[config.mk]
export PLATFORM = sky130hd
export DESIGN_NAME = bei_ctrl
export DESIGN_NICKNAME = d
export VERILOG_FILES = /design/src/rtl/breakpoint_envelope_interpolator_assert.svh /design/src/rtl/bei_pkg.sv /design/src/rtl/bei_ctrl.sv
export SDC_FILE = /design/constraint.sdc
export NUM_CORES = 1
export LEC_CHECK = 0
export BUFFER_PORTS_ARGS = -buffer_cell sky130_fd_sc_hd__buf_2
export CAP_MARGIN = 20
export CORE_MARGIN = 2
export CORE_UTILIZATION = 50
export DETAILED_ROUTE_END_ITERATION = 12
export MAX_ROUTING_LAYER = met4
export PLACE_DENSITY = 0.78
export RECOVER_POWER = 100
export SLEW_MARGIN = 40
export SYNTH_ARGS = -nofsm -noshare
export SYNTH_HDL_FRONTEND = slang
export SYNTH_SLANG_ARGS = --single-unit
[constraint.sdc]
create_clock -name clk -period 3.9 [get_ports clk]
set_input_delay 0.585 -clock clk [delete_from_list [all_inputs] [get_ports clk]]
set_output_delay 0.585 -clock clk [all_outputs]
set_load 0.01 [all_outputs]
[src/rtl/breakpoint_envelope_interpolator_assert.svh]
// assertion macros for the breakpoint envelope interpolator
// used inside modules that have clk and arst_n in scope
`ifndef BREAKPOINT_ENVELOPE_INTERPOLATOR_ASSERT_SVH
`define BREAKPOINT_ENVELOPE_INTERPOLATOR_ASSERT_SVH

// same-cycle implication
`define BEI_ASSERT_IMP(label, ante, cons) \
	label: assert property (@(posedge clk) disable iff (!arst_n) (ante) |-> (cons)) \
		else $error("bei assertion failed");

// next-cycle implication
`define BEI_ASSERT_NXT(label, ante, cons) \
	label: assert property (@(posedge clk) disable iff (!arst_n) (ante) |=> (cons)) \
		else $error("bei assertion failed");

`endif

[src/rtl/bei_pkg.sv]
// shared types, constants and command codes of the breakpoint envelope interpolator
// no dependencies
`timescale 1ns / 1ps
package bei_pkg;
	localparam int TABLE_DEPTH = 64;
	localparam int ALPHA_BITS = 16;
	localparam int IDX_W = $clog2(TABLE_DEPTH);
	localparam int CNT_W = $clog2(TABLE_DEPTH + 1);
	localparam int SLOT_W = 6;
	localparam int ALPHA_W = ALPHA_BITS + 1;
	localparam int MULX_W = (ALPHA_W > 32) ? ALPHA_W : 32;
	localparam int PROD_W = MULX_W + 32;
	localparam int ACC_W = ALPHA_W + 32;
	localparam int DIVD_W = 32 + ALPHA_BITS;
	localparam int DCNT_W = $clog2(DIVD_W + 1);

	localparam logic [1:0] ST_OK = 2'd0;
	localparam logic [1:0] ST_EMPTY = 2'd1;
	localparam logic [1:0] ST_FULL = 2'd2;

	localparam logic [3:0] OP_NOP = 4'd0;
	localparam logic [3:0] OP_LOAD = 4'd1;
	localparam logic [3:0] OP_SRCH_RD = 4'd2;
	localparam logic [3:0] OP_SRCH_CMP = 4'd3;
	localparam logic [3:0] OP_WRITE = 4'd4;
	localparam logic [3:0] OP_FULL = 4'd5;
	localparam logic [3:0] OP_EMPTY = 4'd6;
	localparam logic [3:0] OP_SHIFT_RD = 4'd7;
	localparam logic [3:0] OP_SHIFT_WR = 4'd8;
	localparam logic [3:0] OP_RD_LO = 4'd9;
	localparam logic [3:0] OP_LAT_LO = 4'd10;
	localparam logic [3:0] OP_RD_HI = 4'd11;
	localparam logic [3:0] OP_LAT_HI = 4'd12;
	localparam logic [3:0] OP_DIV_INIT = 4'd13;
	localparam logic [3:0] OP_DIV_STEP = 4'd14;

	localparam logic [2:0] MS_AHF = 3'd0;
	localparam logic [2:0] MS_BLF = 3'd1;
	localparam logic [2:0] MS_AHA = 3'd2;
	localparam logic [2:0] MS_BLA = 3'd3;
	localparam logic [2:0] MS_AHB = 3'd4;
	localparam logic [2:0] MS_BLB = 3'd5;
	localparam logic [2:0] MS_PH = 3'd6;
	localparam logic [2:0] MS_EXT = 3'd7;

	typedef struct packed {
		logic [31:0] p;
		logic [15:0] b;
		logic [15:0] a;
		logic [31:0] f;
		logic [31:0] t;
	} entry_t;

	typedef struct packed {
		logic [31:0] phase;
		logic [15:0] bandwidth;
		logic [15:0] amplitude;
		logic [31:0] frequency;
		logic [SLOT_W-1:0] slot;
		logic [1:0] status;
	} result_t;

	typedef struct packed {
		logic [3:0] op;
		logic mul_go;
		logic [2:0] mul_sel;
		logic load_out;
	} cmd_t;

	typedef struct packed {
		logic is_query;
		logic srch_more;
		logic eq;
		logic full;
		logic empty;
		logic pos_zero;
		logic pos_past;
		logic shift_more;
		logic div_last;
	} sts_t;
endpackage

[src/rtl/bei_ctrl.sv]
// controller state machine: sequences search, shift, divide and blend steps
// depends on bei_pkg
`timescale 1ns / 1ps
module bei_ctrl import bei_pkg::*; (
	input logic clk,
	input logic arst_n,
	input logic s_tvalid,
	output logic s_tready,
	output logic m_tvalid,
	input logic m_tready,
	input sts_t sts,
	output cmd_t cmd
);
	localparam logic [3:0] S_IDLE = 4'd0;
	localparam logic [3:0] S_SRCH = 4'd1;
	localparam logic [3:0] S_CMP = 4'd2;
	localparam logic [3:0] S_DISP = 4'd3;
	localparam logic [3:0] S_SHRD = 4'd4;
	localparam logic [3:0] S_SHWR = 4'd5;
	localparam logic [3:0] S_WRITE = 4'd6;
	localparam logic [3:0] S_RDLO = 4'd7;
	localparam logic [3:0] S_LATLO = 4'd8;
	localparam logic [3:0] S_EXT = 4'd9;
	localparam logic [3:0] S_RDHI = 4'd10;
	localparam logic [3:0] S_LATHI = 4'd11;
	localparam logic [3:0] S_DIV = 4'd12;
	localparam logic [3:0] S_MUL = 4'd13;
	localparam logic [3:0] S_DRAIN = 4'd14;
	localparam logic [3:0] S_DONE = 4'd15;

	logic [3:0] state_q, state_d;
	logic [2:0] mstep_q, mstep_d;
	logic out_vld_q;

	assign s_tready = state_q == S_IDLE;
	assign m_tvalid = out_vld_q;

	always_comb begin
		state_d = state_q;
		mstep_d = mstep_q;
		cmd = '0;
		cmd.op = OP_NOP;
		unique case (state_q)
			S_IDLE: begin
				if (s_tvalid) begin
					cmd.op = OP_LOAD;
					state_d = S_SRCH;
				end
			end
			S_SRCH: begin
				if (sts.srch_more) begin
					cmd.op = OP_SRCH_RD;
					state_d = S_CMP;
				end else
					state_d = S_DISP;
			end
			S_CMP: begin
				cmd.op = OP_SRCH_CMP;
				state_d = S_SRCH;
			end
			S_DISP: begin
				if (sts.is_query) begin
					if (sts.empty) begin
						cmd.op = OP_EMPTY;
						state_d = S_DONE;
					end else
						state_d = S_RDLO;
				end else if (sts.eq)
					state_d = S_WRITE;
				else if (sts.full) begin
					cmd.op = OP_FULL;
					state_d = S_DONE;
				end else if (sts.shift_more)
					state_d = S_SHRD;
				else
					state_d = S_WRITE;
			end
			S_SHRD: begin
				cmd.op = OP_SHIFT_RD;
				state_d = S_SHWR;
			end
			S_SHWR: begin
				cmd.op = OP_SHIFT_WR;
				state_d = S_DISP;
			end
			S_WRITE: begin
				cmd.op = OP_WRITE;
				state_d = S_DONE;
			end
			S_RDLO: begin
				cmd.op = OP_RD_LO;
				state_d = (sts.pos_zero || sts.pos_past) ? S_LATLO : S_RDHI;
			end
			S_LATLO: begin
				cmd.op = OP_LAT_LO;
				state_d = S_EXT;
			end
			S_EXT: begin
				cmd.mul_go = 1'b1;
				cmd.mul_sel = MS_EXT;
				state_d = S_DRAIN;
			end
			S_RDHI: begin
				cmd.op = OP_RD_HI;
				state_d = S_LATHI;
			end
			S_LATHI: begin
				cmd.op = OP_LAT_HI;
				state_d = S_DIV;
				mstep_d = MS_AHF;
			end
			S_DIV: begin
				if (mstep_q == MS_AHF) begin
					cmd.op = OP_DIV_INIT;
					mstep_d = MS_BLF;
				end else begin
					cmd.op = OP_DIV_STEP;
					if (sts.div_last) begin
						state_d = S_MUL;
						mstep_d = MS_AHF;
					end
				end
			end
			S_MUL: begin
				cmd.mul_go = 1'b1;
				cmd.mul_sel = mstep_q;
				mstep_d = mstep_q + 1'b1;
				if (mstep_q == MS_PH)
					state_d = S_DRAIN;
			end
			S_DRAIN: state_d = S_DONE;
			S_DONE: begin
				if (!out_vld_q || m_tready) begin
					cmd.load_out = 1'b1;
					state_d = S_IDLE;
				end
			end
			default: state_d = S_IDLE;
		endcase
	end

	always_ff @(posedge clk or negedge arst_n) begin
		if (!arst_n) begin
			state_q <= S_IDLE;
			mstep_q <= '0;
			out_vld_q <= 1'b0;
		end else begin
			state_q <= state_d;
			mstep_q <= mstep_d;
			if (cmd.load_out)
				out_vld_q <= 1'b1;
			else if (m_tready)
				out_vld_q <= 1'b0;
		end
	end
endmodule

==> impl_metrics.toml <==
[synth]
yosys.area.top_type_share_pct = 27.2
synth.top_cells.by_count = "nand2_1, nor2_1, a21oi_1, o21ai_0, dfrtp_1"
netlist_area_um2 = 736
synth_fp_nets = 115
ys_seq_area_share_pct = 27.2
yosysTopAreaCell = "dfrtp_1"
synthDistinctLibCells = 32
ys_ff_latch = 8
synth.area.top_cells = "dfrtp_1, a21oi_1, o21ai_0, nand2_1, nor2_1"
async_reset_ff_share_pct = 100
synth_edf_count = 0
synthCells = 99
ys.flop_type = "dfrtp_1"
post_synth.cell_area_avg_um2 = 7.43
yosys_warnings = 0

[cells_and_area]
nNetsFinal = 137
fillers = 137
regArea_um2 = 200
antenna_cells = 0
layout-drive-gt1-share_pct = 11.8
multi_input_area_um2 = 463
syn_to_final_growth_pct = 12.9

[setup_path]
start_kind = "flip-flop"
arrival_ps = 1790
required_ps = 3310
cp-startpoint = "state_q[0]"
endpoint_kind = "primary output"
rr_endpoint = "mstep_q[0]"
r2r_setup_slack_ps = 2240
crit_type = "flip-flop to primary output"
critPathMaxFanout = 15
r2r_cells = 4
rr_startpoint = "state_q[1]"
cp-endpoint = "cmd[6]"

[clock_tree]
clk_pin_slew_ps = 50
cts_sinks = 8
cts_buffer_depth = 2
hold_buffers = 0
htree_levels = 1
clk_latency_ps = 250
postCtsSetupBuffers = 0
clockRootBuffer = "clkbuf_4"
cts_made_buffers = 3
ctsResizeCount = 0
cts_tree = "built"

[global_routing]
grt_pass1_wl_um = 3020
grt_pass1_vias = 726
grt_overflow_total = 0
grtUsageTotal_pct = 22.5
grt_antenna_before_repair = 0
grt_max_degree = 20
grtUsageMet1_pct = 28.2
grt-busiest-layer = "met2"
use_met2_pct = 36.6
grtUsageMet3_pct = 6.90

[sta]
fmax_mhz = 421
rsz0062_at_grt = "false"
finalSetupTns_ps = 0
slew_headroom_pct = 63.5
skew_ps = 2.36
min_period_ps = 2380
timing.final.crit_share_pct = 61.0
holdWs_ps = 246
drv_slew = 0
worst_pin_slew_ps = 547
hold_viol = 0
finalSetupViolCount = 0

[die]
fp.dieW_um = 42.4
die_area_um2 = 1790
die_h_um = 42.4
start_util_pct = 55.2
core_um2 = 1330
num_io_pins = 24
core.rowCount = 13

[placed_design]
gp_congestion = 0.890
place_hpwl_um = 1350
io_buffers = 23

[route]
drt_iter0_drc = 13
vias = 783
wl_um = 1810
drc = 0
post_drt_wl_per_cell_um = 13.5
vias_per_cell = 5.84
drtPass1Iterations = 4
ant_nets = 0

[run]
maxCapViolations = 0

[power_and_ir_drop]
power.density_nw_per_um2 = 851
ir_drop_mv = 0.393
leakage_nw = 0.376

[hold_path]
worstHoldPathType = "input port to asynchronous set/reset pin"

[run_status]
run_status = "complete, no violations"
[flip-flops by register name (all words and copies together) (netlist names)]
name / flops
state_q: 4
mstep_q: 3
m_tvalid: 1
[cells by family after synthesis]
family,share of synthesized area (%)
adders and majority gates,5.10
DFF,27.2
and+or+nand+nor,25.2
AOI/OAI and AO/OA,32.3
buffers and inverters,8.84
muxes,1.36
[per-layer routing]
metal	vias up	part of all wire, %
li1	397	-
met1	364	45
met2	20	49
met3	2	4.7
met4	0	0.77
met5	-	0
[through the flow]
step	worst slack (ps)	std cells	total power (W)	utilization (%)	area (µm²)
3_3_place_gp	1860	131	0.000656	62.3	831
3_5_place_dp	1840	131	0.000663	62.3	831
6_report	1520	134	0.000707	62.3	831
2_1_floorplan	2070	99	0.000555	-	736
5_1_grt	1360	134	0.000786	62.3	831
4_1_cts	1570	134	0.000731	64.0	853
[cells in the final DEF, fill, tap and decap left out, drive strengths merged, types with 2 or more instances in the layout]
cell type,netlist,final
inv,7,7
o21ai,9,9
nand3,3,3
nor2b,5,5
nand4,3,3
o311ai,2,2
nand2b,3,3
nand2,11,11
buf,6,11
o211ai,2,2
a22o,3,3
a21oi,10,10
nor2,11,11
a32o,2,2
clkbuf,0,15
dfrtp,8,8
ha,3,3
[power by group]
part	leakage, nW	internal (W)	switching, W
Combinational	0.263	0.000177	0.000240
Clock	0.0138	0.0000352	0.0000285
Sequential	0.0989	0.000123	0.000104
[worst min path at each step]
stage	from	slack, ps	cells after the start	end
5_1_grt	arst_n	290	1	state_q[1]
3_5_place_dp	arst_n	440	1	m_tvalid
4_1_cts	arst_n	170	1	state_q[1]
6_report	arst_n	250	1	state_q[0]
3_3_place_gp	arst_n	440	1	m_tvalid
2_1_floorplan	arst_n	290	0	m_tvalid
[worst max-delay path, cell delays in order, from the launching register on]
cell and delay [ps]:
dfrtp_1 600, inv_1 210, nor2_1 280, a21oi_1 110, o22ai_1 150, clkbuf_1 170
[cell type report]
class | count | area share, %
Tap cell | 15 | 2.26
Multi-Input combinational cell | 78 | 55.7
Inverter | 7 | 3.16
Sequential cell | 8 | 24.1
Timing Repair Buffer | 23 | 12.0
Clock buffer | 3 | 2.71
(Power assumes the default switching activity.)
